File: src/rtl/core/assert_macros.svh
// -----------------------------------------------------------------------------
// Assertion macros
// Shared concurrent assertion wrappers, clocked on clk_i with reset rst_ni.
// -----------------------------------------------------------------------------
`ifndef ASSERT_MACROS_SVH
`define ASSERT_MACROS_SVH

// Property must hold at every clock edge outside reset.
`define POL_ASSERT(lbl, prop) \
  lbl: assert property (@(posedge clk_i) disable iff (!rst_ni) prop) \
    else $error("pol: assertion failed");

// Expression must never be true outside reset.
`define POL_ASSERT_NEVER(lbl, expr) \
  `POL_ASSERT(lbl, !(expr))

`endif

File: src/rtl/core/pol_pkg.sv
// -----------------------------------------------------------------------------
// Ordered list package
// Sizes, codes, cell control bundle and value conversion helpers.
// -----------------------------------------------------------------------------
package pol_pkg;

  localparam int unsigned CAPACITY   = 64;
  localparam int unsigned DATA_WIDTH = 32;
  localparam int unsigned VAL_W      = 32;
  localparam int unsigned POS_W      = 7;
  localparam int unsigned IDX_W      = $clog2(CAPACITY);
  localparam int unsigned CNT_W      = $clog2(CAPACITY + 1);
  localparam int unsigned CMP_W      = (CNT_W > POS_W) ? CNT_W : POS_W;

  typedef logic signed [DATA_WIDTH-1:0] elem_t;
  typedef logic [IDX_W-1:0]             idx_t;
  typedef logic [CNT_W-1:0]             cnt_t;

  typedef enum logic [2:0] {
    OP_INS_FRONT = 3'd0,
    OP_INS_BACK  = 3'd1,
    OP_INS_AT    = 3'd2,
    OP_DEL_FRONT = 3'd3,
    OP_DEL_BACK  = 3'd4,
    OP_DEL_AT    = 3'd5,
    OP_SEARCH    = 3'd6
  } opcode_e;

  typedef enum logic [1:0] {
    ST_OK        = 2'd0,
    ST_EMPTY     = 2'd1,
    ST_FULL      = 2'd2,
    ST_NOT_FOUND = 2'd3
  } status_e;

  typedef enum logic [1:0] {
    CELL_HOLD = 2'd0,
    CELL_INS  = 2'd1,
    CELL_DEL  = 2'd2,
    CELL_SRCH = 2'd3
  } cell_op_e;

  // Broadcast to every cell of the chain.
  typedef struct packed {
    cell_op_e op;
    idx_t     idx;
    cnt_t     cnt;
    elem_t    data;
  } cell_ctl_t;

  function automatic elem_t to_elem(input logic [VAL_W-1:0] v);
    return elem_t'(signed'(v));
  endfunction

  function automatic logic [VAL_W-1:0] from_elem(input elem_t e);
    return VAL_W'(e);
  endfunction

endpackage

File: src/rtl/core/pol_cell.sv
// -----------------------------------------------------------------------------
// Ordered list cell
// Holds one element, shifts toward either neighbor and compares against a key.
// -----------------------------------------------------------------------------
module pol_cell (
  input  logic              clk_i,
  input  pol_pkg::cell_ctl_t ctl_i,
  input  pol_pkg::idx_t     cell_idx_i,
  input  pol_pkg::elem_t    left_i,
  input  pol_pkg::elem_t    right_i,
  output pol_pkg::elem_t    elem_o,
  output logic              match_o
);
  import pol_pkg::*;

  elem_t elem_q, elem_d;
  logic  match_q, match_d;

  always_comb begin
    elem_d  = elem_q;
    match_d = match_q;
    case (ctl_i.op)
      CELL_INS: begin
        if (cell_idx_i == ctl_i.idx) begin
          elem_d = ctl_i.data;
        end else if (cell_idx_i > ctl_i.idx) begin
          elem_d = left_i;
        end
      end
      CELL_DEL: begin
        if (cell_idx_i >= ctl_i.idx) begin
          elem_d = right_i;
        end
      end
      CELL_SRCH: begin
        // Cells at or beyond the count hold stale data and must not match.
        match_d = (elem_q == ctl_i.data) && (CNT_W'(cell_idx_i) < ctl_i.cnt);
      end
      default: begin
      end
    endcase
  end

  always_ff @(posedge clk_i) begin
    elem_q  <= elem_d;
    match_q <= match_d;
  end

  assign elem_o  = elem_q;
  assign match_o = match_q;

endmodule

File: config.mk
export PLATFORM = sky130hd
export DESIGN_NAME = pol_cell
export DESIGN_NICKNAME = d
export VERILOG_FILES = /design/src/rtl/core/assert_macros.svh /design/src/rtl/core/pol_pkg.sv /design/src/rtl/core/pol_cell.sv
export SDC_FILE = /design/constraint.sdc
export NUM_CORES = 1
export LEC_CHECK = 0
export BUFFER_PORTS_ARGS = -buffer_cell sky130_fd_sc_hd__buf_4
export CAP_MARGIN = 30
export CORE_UTILIZATION = 39
export CTS_CLUSTER_DIAMETER = 100
export CTS_CLUSTER_SIZE = 40
export DETAILED_ROUTE_END_ITERATION = 10
export GPL_ROUTABILITY_DRIVEN = 0
export PLACE_DENSITY = 0.74
export RECOVER_POWER = 25
export SYNTH_ARGS = -nofsm -noshare
export SYNTH_HDL_FRONTEND = slang
export SYNTH_SLANG_ARGS = --single-unit
File: constraint.sdc
create_clock -name clk_i -period 6.7 [get_ports clk_i]
set_input_delay 1.005 -clock clk_i [delete_from_list [all_inputs] [get_ports clk_i]]
set_output_delay 1.005 -clock clk_i [all_outputs]
set_load 0.02 [all_outputs]
==> run metrics <==
multi-input logic area 1280 um^2; clk buf depth 2; placed cell areas 3600 um^2; commonest non-fill, non-tap cell in the layout buf_4; fin. max-slew vios 0; fmax 0.368 GHz; final setup vio count 0; Non-Filler Instances 451; worst-case reg-to-reg path depth 4; drt drc 0; final WL 6610 um; outcome finished, final reports clean; CTS buffer count 5; Cell Area, Synth 2370 um^2; Psw 197 uW; R2R Setup Slk 5.25 ns; first-pass detailed-route iteration total 4; Fin. Hold Viols 0; post-DP HPWL 5340 um; routed wire length per instance 14.7 um; Filler cells 544; number of distinct library cells after synthesis 27; CTS tree yes; synthesized instance count 225; die height 80.0 um; CP Class in2reg; top cell type's share of synthesized area 41.8%; reg2reg start elem_o[25]; RSZ-0062 raised after global routing false; fin area 3620 um^2; clock skew 0.00556 ns; row count 28; first-pass GRT wire length 9980 um; layout cells sized above 1 40.2%; Clk network pwr share 27.4%; nets 504; Yosys reg bits 33; H-tree depth 2; synth top area cells edfxtp_1 (42%), mux2i_1 (14%), xor2_1 (12%); Top-Level Pins 151; FF/Latch Area 991 um^2; initial antenna violation count 0; setup TNS 0 ns; # resized after CTS 0; worst hold-check path type reg2reg; most frequent cells in the layout buf_4 (128), nand2_1 (33), edfxtp_1 (33); Inserted Diodes 0; final global-route overflow total 0; DR iter-0 viols 60; post-synthesis sequential area ratio 41.8%; GRT Overall Usage 20.6%; post-synth top area cell edfxtp_1; Mapped Avg Cell Area 10.5 um^2; CP Data Required Time 6.70 ns; Worst-Skew Late Latency 0.27 ns; Internal Pwr Total 470 uW; Starting Density 40.3%; Flop pwr share 41.6%; clock root cell clkbuf_8; area grow syn2layout 52.5%; vias per inst 4.90; DIE AREA 6400 um^2; yosys warns 0; Power Dens Cells 184 nW/um^2; Worst Setup SP cell_idx_i[5]; placed cell count 443; crit end category flop; Post-CTS Setup Repair Bufs 0; fin crit period 2.72 ns; Crit Path Max Fanout 17; Worst IR Drop VDD 0.000140 V; vias in the first global route 2152; max cap viols 0; min-delay src elem_o[14]; core area 5890 um^2; final antenna-violating net count 0; Critical Path End elem_o[10]; detailed-route via count 2209; hold_buf cts 0; Clock transition at path regs 0.07 ns; die width 80.0 um; Net Count, Synth 354; Clock Sink Count 33; combinational power share 30.9%; Tcrit/Tclk final 40.5%; largest net degree at the start of global routing 65; Setup crit start kind input pin; Worst EP arrival 2.72 ns; PortBufs 150; Static Leakage 0.00152 uW; Sw Share 29.6%; Reg2Reg Capture Point match_o; relative slew slack 52.8%; Worst Tran Pin Value 0.707 ns
[critical path, cell delays in order]
cell and delay (ns):
buf_4 0.12, ha_1 0.30, nand4_2 0.14, nor2_4 0.59, buf_16 0.25, mux2i_1 0.20, o21ai_1 0.09
[metal layers]
metal | share of wire [%] | vias up | global-route usage, %
li1 | - | 1105 | -
met1 | 40 | 1009 | 23.1
met2 | 52 | 93 | 39.1
met3 | 8.2 | 2 | 5.37
met4 | 0.23 | 0 | 3.75
met5 | 0 | - | 0
[area by class of cell]
type | count | area share, %
inverters | 11 | 1.14
clock buffers | 6 | 2.01
multi-input cells | 171 | 35.4
clock inverters | 2 | 0.934
well taps | 75 | 2.60
repair buffers | 153 | 30.5
flip-flops and latches | 33 | 27.4
[sequential cells by signal (all words and copies together), names as in the netlist]
signal   count
elem_o      32
match_o      1
[logic make-up (layout without fill, tap and decap cells)]
kind of cell | after synthesis | after routing | synth area share (%)
compound gates | 41 | 41 | 10.7
xor+xnor | 33 | 33 | 12.2
flops | 33 | 33 | 41.8
buf+inv | 21 | 172 | 4.96
mux | 32 | 32 | 13.5
fa+ha+maj | 11 | 11 | 5.80
simple gates | 54 | 54 | 11.1
[Yosys cell counts (all sizes together)]
cell type and instances:
edfxtp 33, nand2 33, o21ai 33, mux2i 32, xor2 32, ha 11
inv 11, nor4 8, a21oi 5, buf 5, clkbuf 5, nand4 3
nor2 3, a21o 2, nand2b 2, nor2b 2, and2 1, nand4b 1
nor3 1, o22ai 1, xnor2 1
[power by group through the flow]
stage / combinational, uW / sequential, uW / clock (uW)
after detailed placement: 223 / 282 / 0
after global routing: 224 / 281 / 199
final: 206 / 278 / 183
after floorplan: 69.9 / 313 / 0
after CTS: 223 / 279 / 188
after global placement: 215 / 282 / 0
[how the worst min path moves through the flow]
| stage | end | cells past startpoint | slack, ns |
|---|---|---|---|
| 4_1_cts | match_o | 4 | 0.89 |
| 3_5_place_dp | match_o | 4 | 0.88 |
| 5_1_grt | match_o | 4 | 0.96 |
| 6_report | match_o | 4 | 0.89 |
| 2_1_floorplan | match_o | 4 | 0.93 |
| 3_3_place_gp | match_o | 4 | 0.87 |
[metrics by stage]
stage | utilization [%] | hold slack (ns) | worst slack, ns | total power [uW]
floorplan | - | 0.929 | 3.05 | 383
global placement | 60.2 | 0.868 | 3.51 | 497
CTS | 62.9 | 0.889 | 3.98 | 690
global route | 61.4 | 0.955 | 3.84 | 704
finish | 61.4 | 0.886 | 3.98 | 667
detailed placement | 61.1 | 0.878 | 3.68 | 505
Power figures use the tool's default switching activity.
