==> src/rtl/core/assert_macros.svh <==
// -----------------------------------------------------------------------------
// Assertion macros
// Shared concurrent assertion wrappers, clocked on clk_i with reset rst_ni.
// -----------------------------------------------------------------------------
`ifndef ASSERT_MACROS_SVH
`define ASSERT_MACROS_SVH

// Property must hold at every clock edge outside reset.
`define POL_ASSERT(lbl, prop) \
  lbl: assert property (@(posedge clk_i) disable iff (!rst_ni) prop) \
    else $error("pol: assertion failed");

// Expression must never be true outside reset.
`define POL_ASSERT_NEVER(lbl, expr) \
  `POL_ASSERT(lbl, !(expr))

`endif

==> src/rtl/core/pol_pkg.sv <==
// -----------------------------------------------------------------------------
// Ordered list package
// Sizes, codes, cell control bundle and value conversion helpers.
// -----------------------------------------------------------------------------
package pol_pkg;

  localparam int unsigned CAPACITY   = 64;
  localparam int unsigned DATA_WIDTH = 32;
  localparam int unsigned VAL_W      = 32;
  localparam int unsigned POS_W      = 7;
  localparam int unsigned IDX_W      = $clog2(CAPACITY);
  localparam int unsigned CNT_W      = $clog2(CAPACITY + 1);
  localparam int unsigned CMP_W      = (CNT_W > POS_W) ? CNT_W : POS_W;

  typedef logic signed [DATA_WIDTH-1:0] elem_t;
  typedef logic [IDX_W-1:0]             idx_t;
  typedef logic [CNT_W-1:0]             cnt_t;

  typedef enum logic [2:0] {
    OP_INS_FRONT = 3'd0,
    OP_INS_BACK  = 3'd1,
    OP_INS_AT    = 3'd2,
    OP_DEL_FRONT = 3'd3,
    OP_DEL_BACK  = 3'd4,
    OP_DEL_AT    = 3'd5,
    OP_SEARCH    = 3'd6
  } opcode_e;

  typedef enum logic [1:0] {
    ST_OK        = 2'd0,
    ST_EMPTY     = 2'd1,
    ST_FULL      = 2'd2,
    ST_NOT_FOUND = 2'd3
  } status_e;

  typedef enum logic [1:0] {
    CELL_HOLD = 2'd0,
    CELL_INS  = 2'd1,
    CELL_DEL  = 2'd2,
    CELL_SRCH = 2'd3
  } cell_op_e;

  // Broadcast to every cell of the chain.
  typedef struct packed {
    cell_op_e op;
    idx_t     idx;
    cnt_t     cnt;
    elem_t    data;
  } cell_ctl_t;

  function automatic elem_t to_elem(input logic [VAL_W-1:0] v);
    return elem_t'(signed'(v));
  endfunction

  function automatic logic [VAL_W-1:0] from_elem(input elem_t e);
    return VAL_W'(e);
  endfunction

endpackage

==> src/rtl/core/pol_ffs.sv <==
// -----------------------------------------------------------------------------
// Ordered list first-match encoder
// Finds the lowest set match flag and returns its 1-based position.
// -----------------------------------------------------------------------------
module pol_ffs (
  input  logic [pol_pkg::CAPACITY-1:0] match_i,
  output logic                         found_o,
  output pol_pkg::cnt_t                pos_o
);
  import pol_pkg::*;

  logic [CAPACITY-1:0] lowest;
  idx_t                idx;

  // Isolate the lowest set bit, then encode the one-hot word by OR.
  assign lowest = match_i & (~match_i + CAPACITY'(1));

  always_comb begin
    idx = '0;
    for (int i = 0; i < CAPACITY; i++) begin
      if (lowest[i]) begin
        idx = idx | IDX_W'(i);
      end
    end
  end

  assign found_o = |match_i;
  assign pos_o   = CNT_W'(idx) + CNT_W'(1);

endmodule

==> config.mk <==
export PLATFORM = sky130hd
export DESIGN_NAME = pol_ffs
export DESIGN_NICKNAME = d
export VERILOG_FILES = /design/src/rtl/core/assert_macros.svh /design/src/rtl/core/pol_pkg.sv /design/src/rtl/core/pol_ffs.sv
export SDC_FILE = /design/constraint.sdc
export NUM_CORES = 1
export LEC_CHECK = 0
export ABC_CLOCK_PERIOD_IN_PS = 3100
export BUFFER_PORTS_ARGS = -buffer_cell sky130_fd_sc_hd__buf_2
export CAP_MARGIN = 25
export CORE_MARGIN = 3
export CORE_UTILIZATION = 30
export DETAILED_ROUTE_END_ITERATION = 8
export SETUP_SLACK_MARGIN = 0.5
export SLEW_MARGIN = 10
export SYNTH_ARGS = -nofsm -noshare
export SYNTH_HDL_FRONTEND = slang
export SYNTH_SLANG_ARGS = --single-unit
==> constraint.sdc <==
create_clock -name vclk -period 3.1
set_input_delay 0.62 -clock vclk [all_inputs]
set_output_delay 0.62 -clock vclk [all_outputs]
set_load 0.1 [all_outputs]
==> results of run 1 <==
## per-stage QoR
step                hold WS, ns  TNS, ns  area, µm²  std cells
detailed placement        1.865   -3.923       3054        474
global placement          1.856   -3.947       3054        474
CTS                       1.638   -3.364       3187        479
floorplan                 1.517   -6.536       1699        226
finish                    1.632   -3.220       3263        481
global route              1.662   -4.226       3263        481
## placed cells by master (no fill, tap or decap), types with 3 or more instances in the layout
cell type,n
sky130_fd_sc_hd__o21bai_1,3
sky130_fd_sc_hd__nor2_1,24
sky130_fd_sc_hd__buf_2,62
sky130_fd_sc_hd__nand3b_1,3
sky130_fd_sc_hd__nor3_4,3
sky130_fd_sc_hd__nor3_1,13
sky130_fd_sc_hd__buf_12,9
sky130_fd_sc_hd__nand4_1,9
sky130_fd_sc_hd__buf_6,5
sky130_fd_sc_hd__nor4_1,9
sky130_fd_sc_hd__nand3_1,8
sky130_fd_sc_hd__inv_1,11
sky130_fd_sc_hd__buf_4,113
sky130_fd_sc_hd__o2111ai_1,4
sky130_fd_sc_hd__a21oi_1,19
sky130_fd_sc_hd__a31oi_1,4
sky130_fd_sc_hd__nor2b_1,7
sky130_fd_sc_hd__nor4_2,6
sky130_fd_sc_hd__nor4_4,6
sky130_fd_sc_hd__nand2_1,11
sky130_fd_sc_hd__nor4b_1,4
sky130_fd_sc_hd__o21ai_0,10
sky130_fd_sc_hd__nand4b_1,3
## worst max-delay path, cell delays in order
cell and delay, ns:
sky130_fd_sc_hd__buf_6 0.09, sky130_fd_sc_hd__or4_4 0.52, sky130_fd_sc_hd__nand4bb_4 0.26, sky130_fd_sc_hd__nor4_4 0.20, sky130_fd_sc_hd__buf_4 0.19, sky130_fd_sc_hd__nand3_4 0.08
sky130_fd_sc_hd__o22a_1 0.26, sky130_fd_sc_hd__o2111ai_2 0.10, sky130_fd_sc_hd__or4_4 0.21, sky130_fd_sc_hd__nand3b_4 0.12, sky130_fd_sc_hd__nor3_4 0.21, sky130_fd_sc_hd__buf_12 0.20
## cell families after synthesis
| family | synth area share, % |
|---|---|
| XOR/XNOR | 1.703 |
| adder cells (fa/ha/maj) | 0.8109 |
| AO/OA/AOI/OAI | 30.49 |
| AND/OR/NAND/NOR | 63.10 |
| buffers and inverters | 3.893 |
## power breakdown
| group | total (W) | internal (W) | switching, W |
|---|---|---|---|
| Combinational | 0.000293 | 0.000149 | 0.000144 |
| Sequential | 0 | 0 | 0 |
| Clock | 0 | 0 | 0 |
## layer usage
metal  global-route usage [%]  vias to the layer above
met5                        0                        -
met4                    3.203                        0
met3                    1.160                        8
met2                    39.90                       91
met1                    27.06                     1202
li1                         -                     1313
## final timing paths
check | startpoint | slack, ns | depth (start not counted) | endpoint
worst max-delay path | match_i[39] | -0.59 | 12 | pos_o[6]
worst min-delay path | match_i[63] | 1.63 | 4 | found_o
## area by class of cell
| type | count | area (µm²) |
|---|---|---|
| fill | 412 | 1585 |
| inverter | 11 | 41.29 |
| multi-input combinational | 213 | 1732 |
| tap | 67 | 83.83 |
| timing repair buffer | 190 | 1406 |
## timing repair
action                     4_1_cts  5_1_grt
cloned                           1        0
setup endpoints to repair        8        8
pin swaps                       14       10
gates resized for setup         17       11
buffers inserted                 4        2
==> flow_summary.ini, run 1 <==
[placement]
dp_slack_ns = -0.6950
detail_placement_hpwl_um = 5835
gpl.final_weighted_congestion = 0.9285
port_buffers = 72

[power]
power-per-cell-area_nw_per_um2 = 89.82
max-vdd-ir-drop_v = 0.00004873
finalPower_w = 0.0002931
power.leakage_nw = 1.529

[layout]
antennaDiodeCount = 0
register_area_um2 = 0
area_growth_syn_to_layout_pct = 111.5
num-clock-buffers = 0
drive_above_1_share_pct = 57.25
seq_cell_count = 0
finish.net_count = 481
finalCoreUtilization_pct = 67.30

[routing]
drt-vias-per-instance = 5.435
route.met2.wl_um = 3354
wl_um = 6753
drt_pass1_iterations = 4
detailroute.via_count = 2614
route.detailed.wl_per_inst_um = 14.04
drt_iter0_markers = 102
remaining_drc_errors = 0
highest-signal-layer = met4
met3_wirelength_um = 372
m1WireLength_um = 2941
ant_nets = 0

[status]
violations = setup timing
status = finished with violations

[critical_path]
crit_fanout = 5
crit_required_ns = 2.48
criticalPathCategory = in -> out
critical_path.endpoint_type = output pin
critPathLaunchType = primary input
crit_arrival_ns = 3.07

[timing]
fin_crit_sh_pct = 118.9
setup_viol = 8
slew_viol_final = 0
final.setup.worst_slack_ns = -0.5863
hold_violations = 0
rel_slew_slack_pct = 67.79
finalWorstPathRequiredPeriod_ns = 3.686
grt_setup_unrepaired = true
timing_worst_slew_pin_value_ns = 0.4788
maxClockFrequency_mhz = 271.3

[yosys]
syn_avg_cell_area_um2 = 6.826
yosys_warnings = 0
syn-cell-area_um2 = 1543
portion_of_the_post_synthesis_area_used_by_sequential_elements_pct = 0
synth_top_cells_by_count = sky130_fd_sc_hd__nor2_1 (24), sky130_fd_sc_hd__a21oi_1 (19), sky130_fd_sc_hd__nor3_1 (15)
synth.net_count = 291
postSynthCellCount = 226
yosysTopAreaCell = sky130_fd_sc_hd__a21oi_1
most_used_standard_cell_by_instance_count_after_synthesis = sky130_fd_sc_hd__nor2_1
synthDistinctLibCells = 65
synth.top_cell.area_share_pct = 6.164
synth_area_leaders = sky130_fd_sc_hd__a21oi_1 (6.2%), sky130_fd_sc_hd__nor2_1 (5.8%), sky130_fd_sc_hd__nor4_4 (5.5%)

[floorplan]
fp.dieArea_um2 = 6039
ios = 72
die_h_um = 77.71
placeableCoreArea_um2 = 4848
rows = 25
floorplan.die.width_um = 77.71
initial_core_util_pct = 31.82

[global_routing]
maximum_number_of_pins_on_one_net_before_global_route_repair = 8
first_global_vias = 2586
grt_antenna_before_repair = 0
grt_first_pass_wirelength_um = 11040
global_route_overflow = 0
track_usage_pct = 21.32

[clock_tree]
hold_buffer_count_at_cts = 0

[flow_run]
max_cap_violations = 0

[worst_hold_path]
min-delay-path-class = in -> out
No activity file was read; power rests on OpenSTA's default activity.
==> inputs of run 2 (changes only) <==
CORE_UTILIZATION = 45   (was 30)
PLACE_DENSITY = 0.81   (was not set)
==> run 2 against run 1 <==
Net effect: the run now fails in clock tree synthesis (4_1_cts); synthesized area unchanged; synthesized cell count is the same.
==> flow_summary.ini, run 2 <==
[yosys]
yosysTopAreaCell = sky130_fd_sc_hd__a21oi_1
yosys_warnings = 0
synth.net_count = 291
synthDistinctLibCells = 65
most_used_standard_cell_by_instance_count_after_synthesis = sky130_fd_sc_hd__nor2_1
postSynthCellCount = 226
syn_avg_cell_area_um2 = 6.826
syn-cell-area_um2 = 1543
portion_of_the_post_synthesis_area_used_by_sequential_elements_pct = 0
synth_area_leaders = sky130_fd_sc_hd__a21oi_1 (6.2%), sky130_fd_sc_hd__nor2_1 (5.8%), sky130_fd_sc_hd__nor4_4 (5.5%)
synth_top_cells_by_count = sky130_fd_sc_hd__nor2_1 (24), sky130_fd_sc_hd__a21oi_1 (19), sky130_fd_sc_hd__nor3_1 (15)
synth.top_cell.area_share_pct = 6.164

[placement]
detail_placement_hpwl_um = 8081
gpl.final_weighted_congestion = 1.022
port_buffers = 72

[floorplan]
die_h_um = 64.55
floorplan.die.width_um = 64.55
initial_core_util_pct = 48.93
ios = 72
rows = 20

[status]
status = stopped before the end
lastStage = clock tree synthesis (4_1_cts)
firstError = [ERROR DPL-0038] Utilization greater than 100%, impossible to legalize

[clock_tree]
post_cts_buffers = 3
post_cts_resized = 21
hold_buffer_count_at_cts = 0
## run 2: logic make-up after synthesis
group	after synthesis	share of synthesized area, %
AO/OA/AOI/OAI	69	30.49
XOR/XNOR	3	1.703
adder cells (fa/ha/maj)	1	0.8109
buffers and inverters	13	3.893
AND/OR/NAND/NOR	140	63.10
## run 2: stage by stage
step / area [µm²] / std cells / setup WS (ns) / setup TNS, ns
global placement: 3030 / 450 / -0.6575 / -3.693
detailed placement: 3030 / 450 / -0.7991 / -4.457
floorplan: 1699 / 226 / -1.290 / -6.536
==> inputs of run 3 (changes only) <==
ABC_CLOCK_PERIOD_IN_PS = 4030   (was 3100)
CORE_UTILIZATION = 40   (was 45)
PLACE_DENSITY = not set   (was 0.81)
PLACE_DENSITY_LB_ADDON = 0.15   (was not set)
SETUP_SLACK_MARGIN = not set   (was 0.5)
clock period = 4.03 ns   (was 3.1 ns; I/O delays follow)
==> run 3 against run 2 <==
Net effect: the flow now finishes, with violations (setup timing).
==> flow_summary.ini, run 3 (synthesis results as in run 1) <==
[floorplan]
die_h_um = 68.11
ios = 72
placeableCoreArea_um2 = 3521
initial_core_util_pct = 43.82
rows = 21
fp.dieArea_um2 = 4638
floorplan.die.width_um = 68.11

[critical_path]
crit_path_cell_trace = buf_2 -> or3_1 -> buf_4 -> nand4b_1 -> nor4_1 -> buf_4 -> a31oi_1 -> nand4_1 -> or3_4 -> nor3b_4 -> buf_4 -> xor2_4 -> buf_12
critPathMostFrequentCell = sky130_fd_sc_hd__buf_4
critical_path.slowest_cell = sky130_fd_sc_hd__or3_1
crit_arrival_ns = 3.51
critPathLaunchType = primary input
worst_path_largest_cell_delay_ns = 0.41
critical_path.endpoint_type = output pin
crit_required_ns = 3.22
crit_fanout = 5
timing.critical_path.from = match_i[21]
criticalPathCategory = in -> out

[layout]
drive_above_1_share_pct = 57.73
register_area_um2 = 0
filler_cell_count = 156
num-clock-buffers = 0
seq_cell_count = 0
antennaDiodeCount = 0
layout_commonest_cell = sky130_fd_sc_hd__buf_4
combined_area_of_the_multi_input_logic_cells_um2 = 1720
finish.net_count = 481
finish.cell_count_without_fillers = 460
finalCoreUtilization_pct = 91.08
area_growth_syn_to_layout_pct = 107.9
most-common-layout-cells = sky130_fd_sc_hd__buf_4 (112), sky130_fd_sc_hd__buf_2 (62), sky130_fd_sc_hd__nor2_1 (23)

[worst_hold_path]
worst_hold_startpoint = match_i[63]
worst_hold_path_depth = 4
min-delay-path-class = in -> out

[routing]
drt-vias-per-instance = 6.728
m1WireLength_um = 3095
detailroute.via_count = 3095
highest-signal-layer = met4
route.met2.wl_um = 4301
wl_um = 9357
ant_nets = 0
drt_iter0_markers = 456
remaining_drc_errors = 0
met3_wirelength_um = 1146
drt_pass1_iterations = 6
route.detailed.wl_per_inst_um = 20.34

[global_routing]
maximum_number_of_pins_on_one_net_before_global_route_repair = 7
global_route_overflow = 0
first_global_vias = 2737
grt_first_pass_wirelength_um = 12300
track_usage_pct = 34.10
grt_antenna_before_repair = 0

[power]
max-vdd-ir-drop_v = 0.0001045
finalPower_w = 0.0002351
power-per-cell-area_nw_per_um2 = 73.32
power.leakage_nw = 1.493

[flow_run]
max_cap_violations = 0

[timing]
hold_violations = 0
final.setup.worst_slack_ns = -0.2846
fin_hold_ws_ns = 2.234
maxClockFrequency_mhz = 231.8
timing_worst_slew_pin_value_ns = 0.5931
fin_crit_sh_pct = 107.1
grt_setup_unrepaired = true
setup_viol = 5
final.setup.tns_ns = -1.120
finalWorstPathRequiredPeriod_ns = 4.315
slew_viol_final = 0
rel_slew_slack_pct = 60.13

[placement]
place.detailed.instances = 449
port_buffers = 72
detail_placement_hpwl_um = 5899
gpl.final_weighted_congestion = 0.9412

[clock_tree]
hold_buffer_count_at_cts = 0

[status]
violations = setup timing
status = finished with violations
run 3: area by class of cell:
| class | count | share of cell area (%) |
|---|---|---|
| Timing Repair Buffer | 190 | 43.27 |
| Multi-Input combinational cell | 213 | 53.65 |
| Inverter | 11 | 1.288 |
| Tap cell | 46 | 1.795 |
run 3: timing repair:
action                     4_1_cts  5_1_grt
pin swaps                       15       20
gates cloned                     0        0
resized for setup               24       13
setup endpoints to repair        5        5
setup buffers                    8        3
run 3: per-layer routing:
layer / vias up / track usage [%]
met5: - / 0
met4: 0 / 12.16
met3: 115 / 3.284
met2: 310 / 63.30
met1: 1352 / 40.02
li1: 1318 / -
run 3: power by group:
group	total, W	internal (W)	switching (W)
combinational	0.000235	0.000111	0.000124
clock	0	0	0
sequential	0	0	0
run 3: worst paths after layout:
kind,end,slack [ns]
worst max-delay path,pos_o[3],-0.28
worst min-delay path,found_o,2.23
run 3: worst max-delay path, delay by kind of cell:
family / cells / cell delay, ns
XOR/XNOR: 1 / 0.18
AO/OA/AOI/OAI: 1 / 0.05
buffers and inverters: 5 / 0.85
AND/OR/NAND/NOR: 6 / 1.62
run 3: metrics by stage:
step                setup WS, ns  area [µm²]
floorplan                -0.7325        1687
global placement         -0.3731        2950
detailed placement       -0.2834        2955
CTS                      -0.1050        3144
global route             -0.3739        3207
finish                   -0.2846        3207
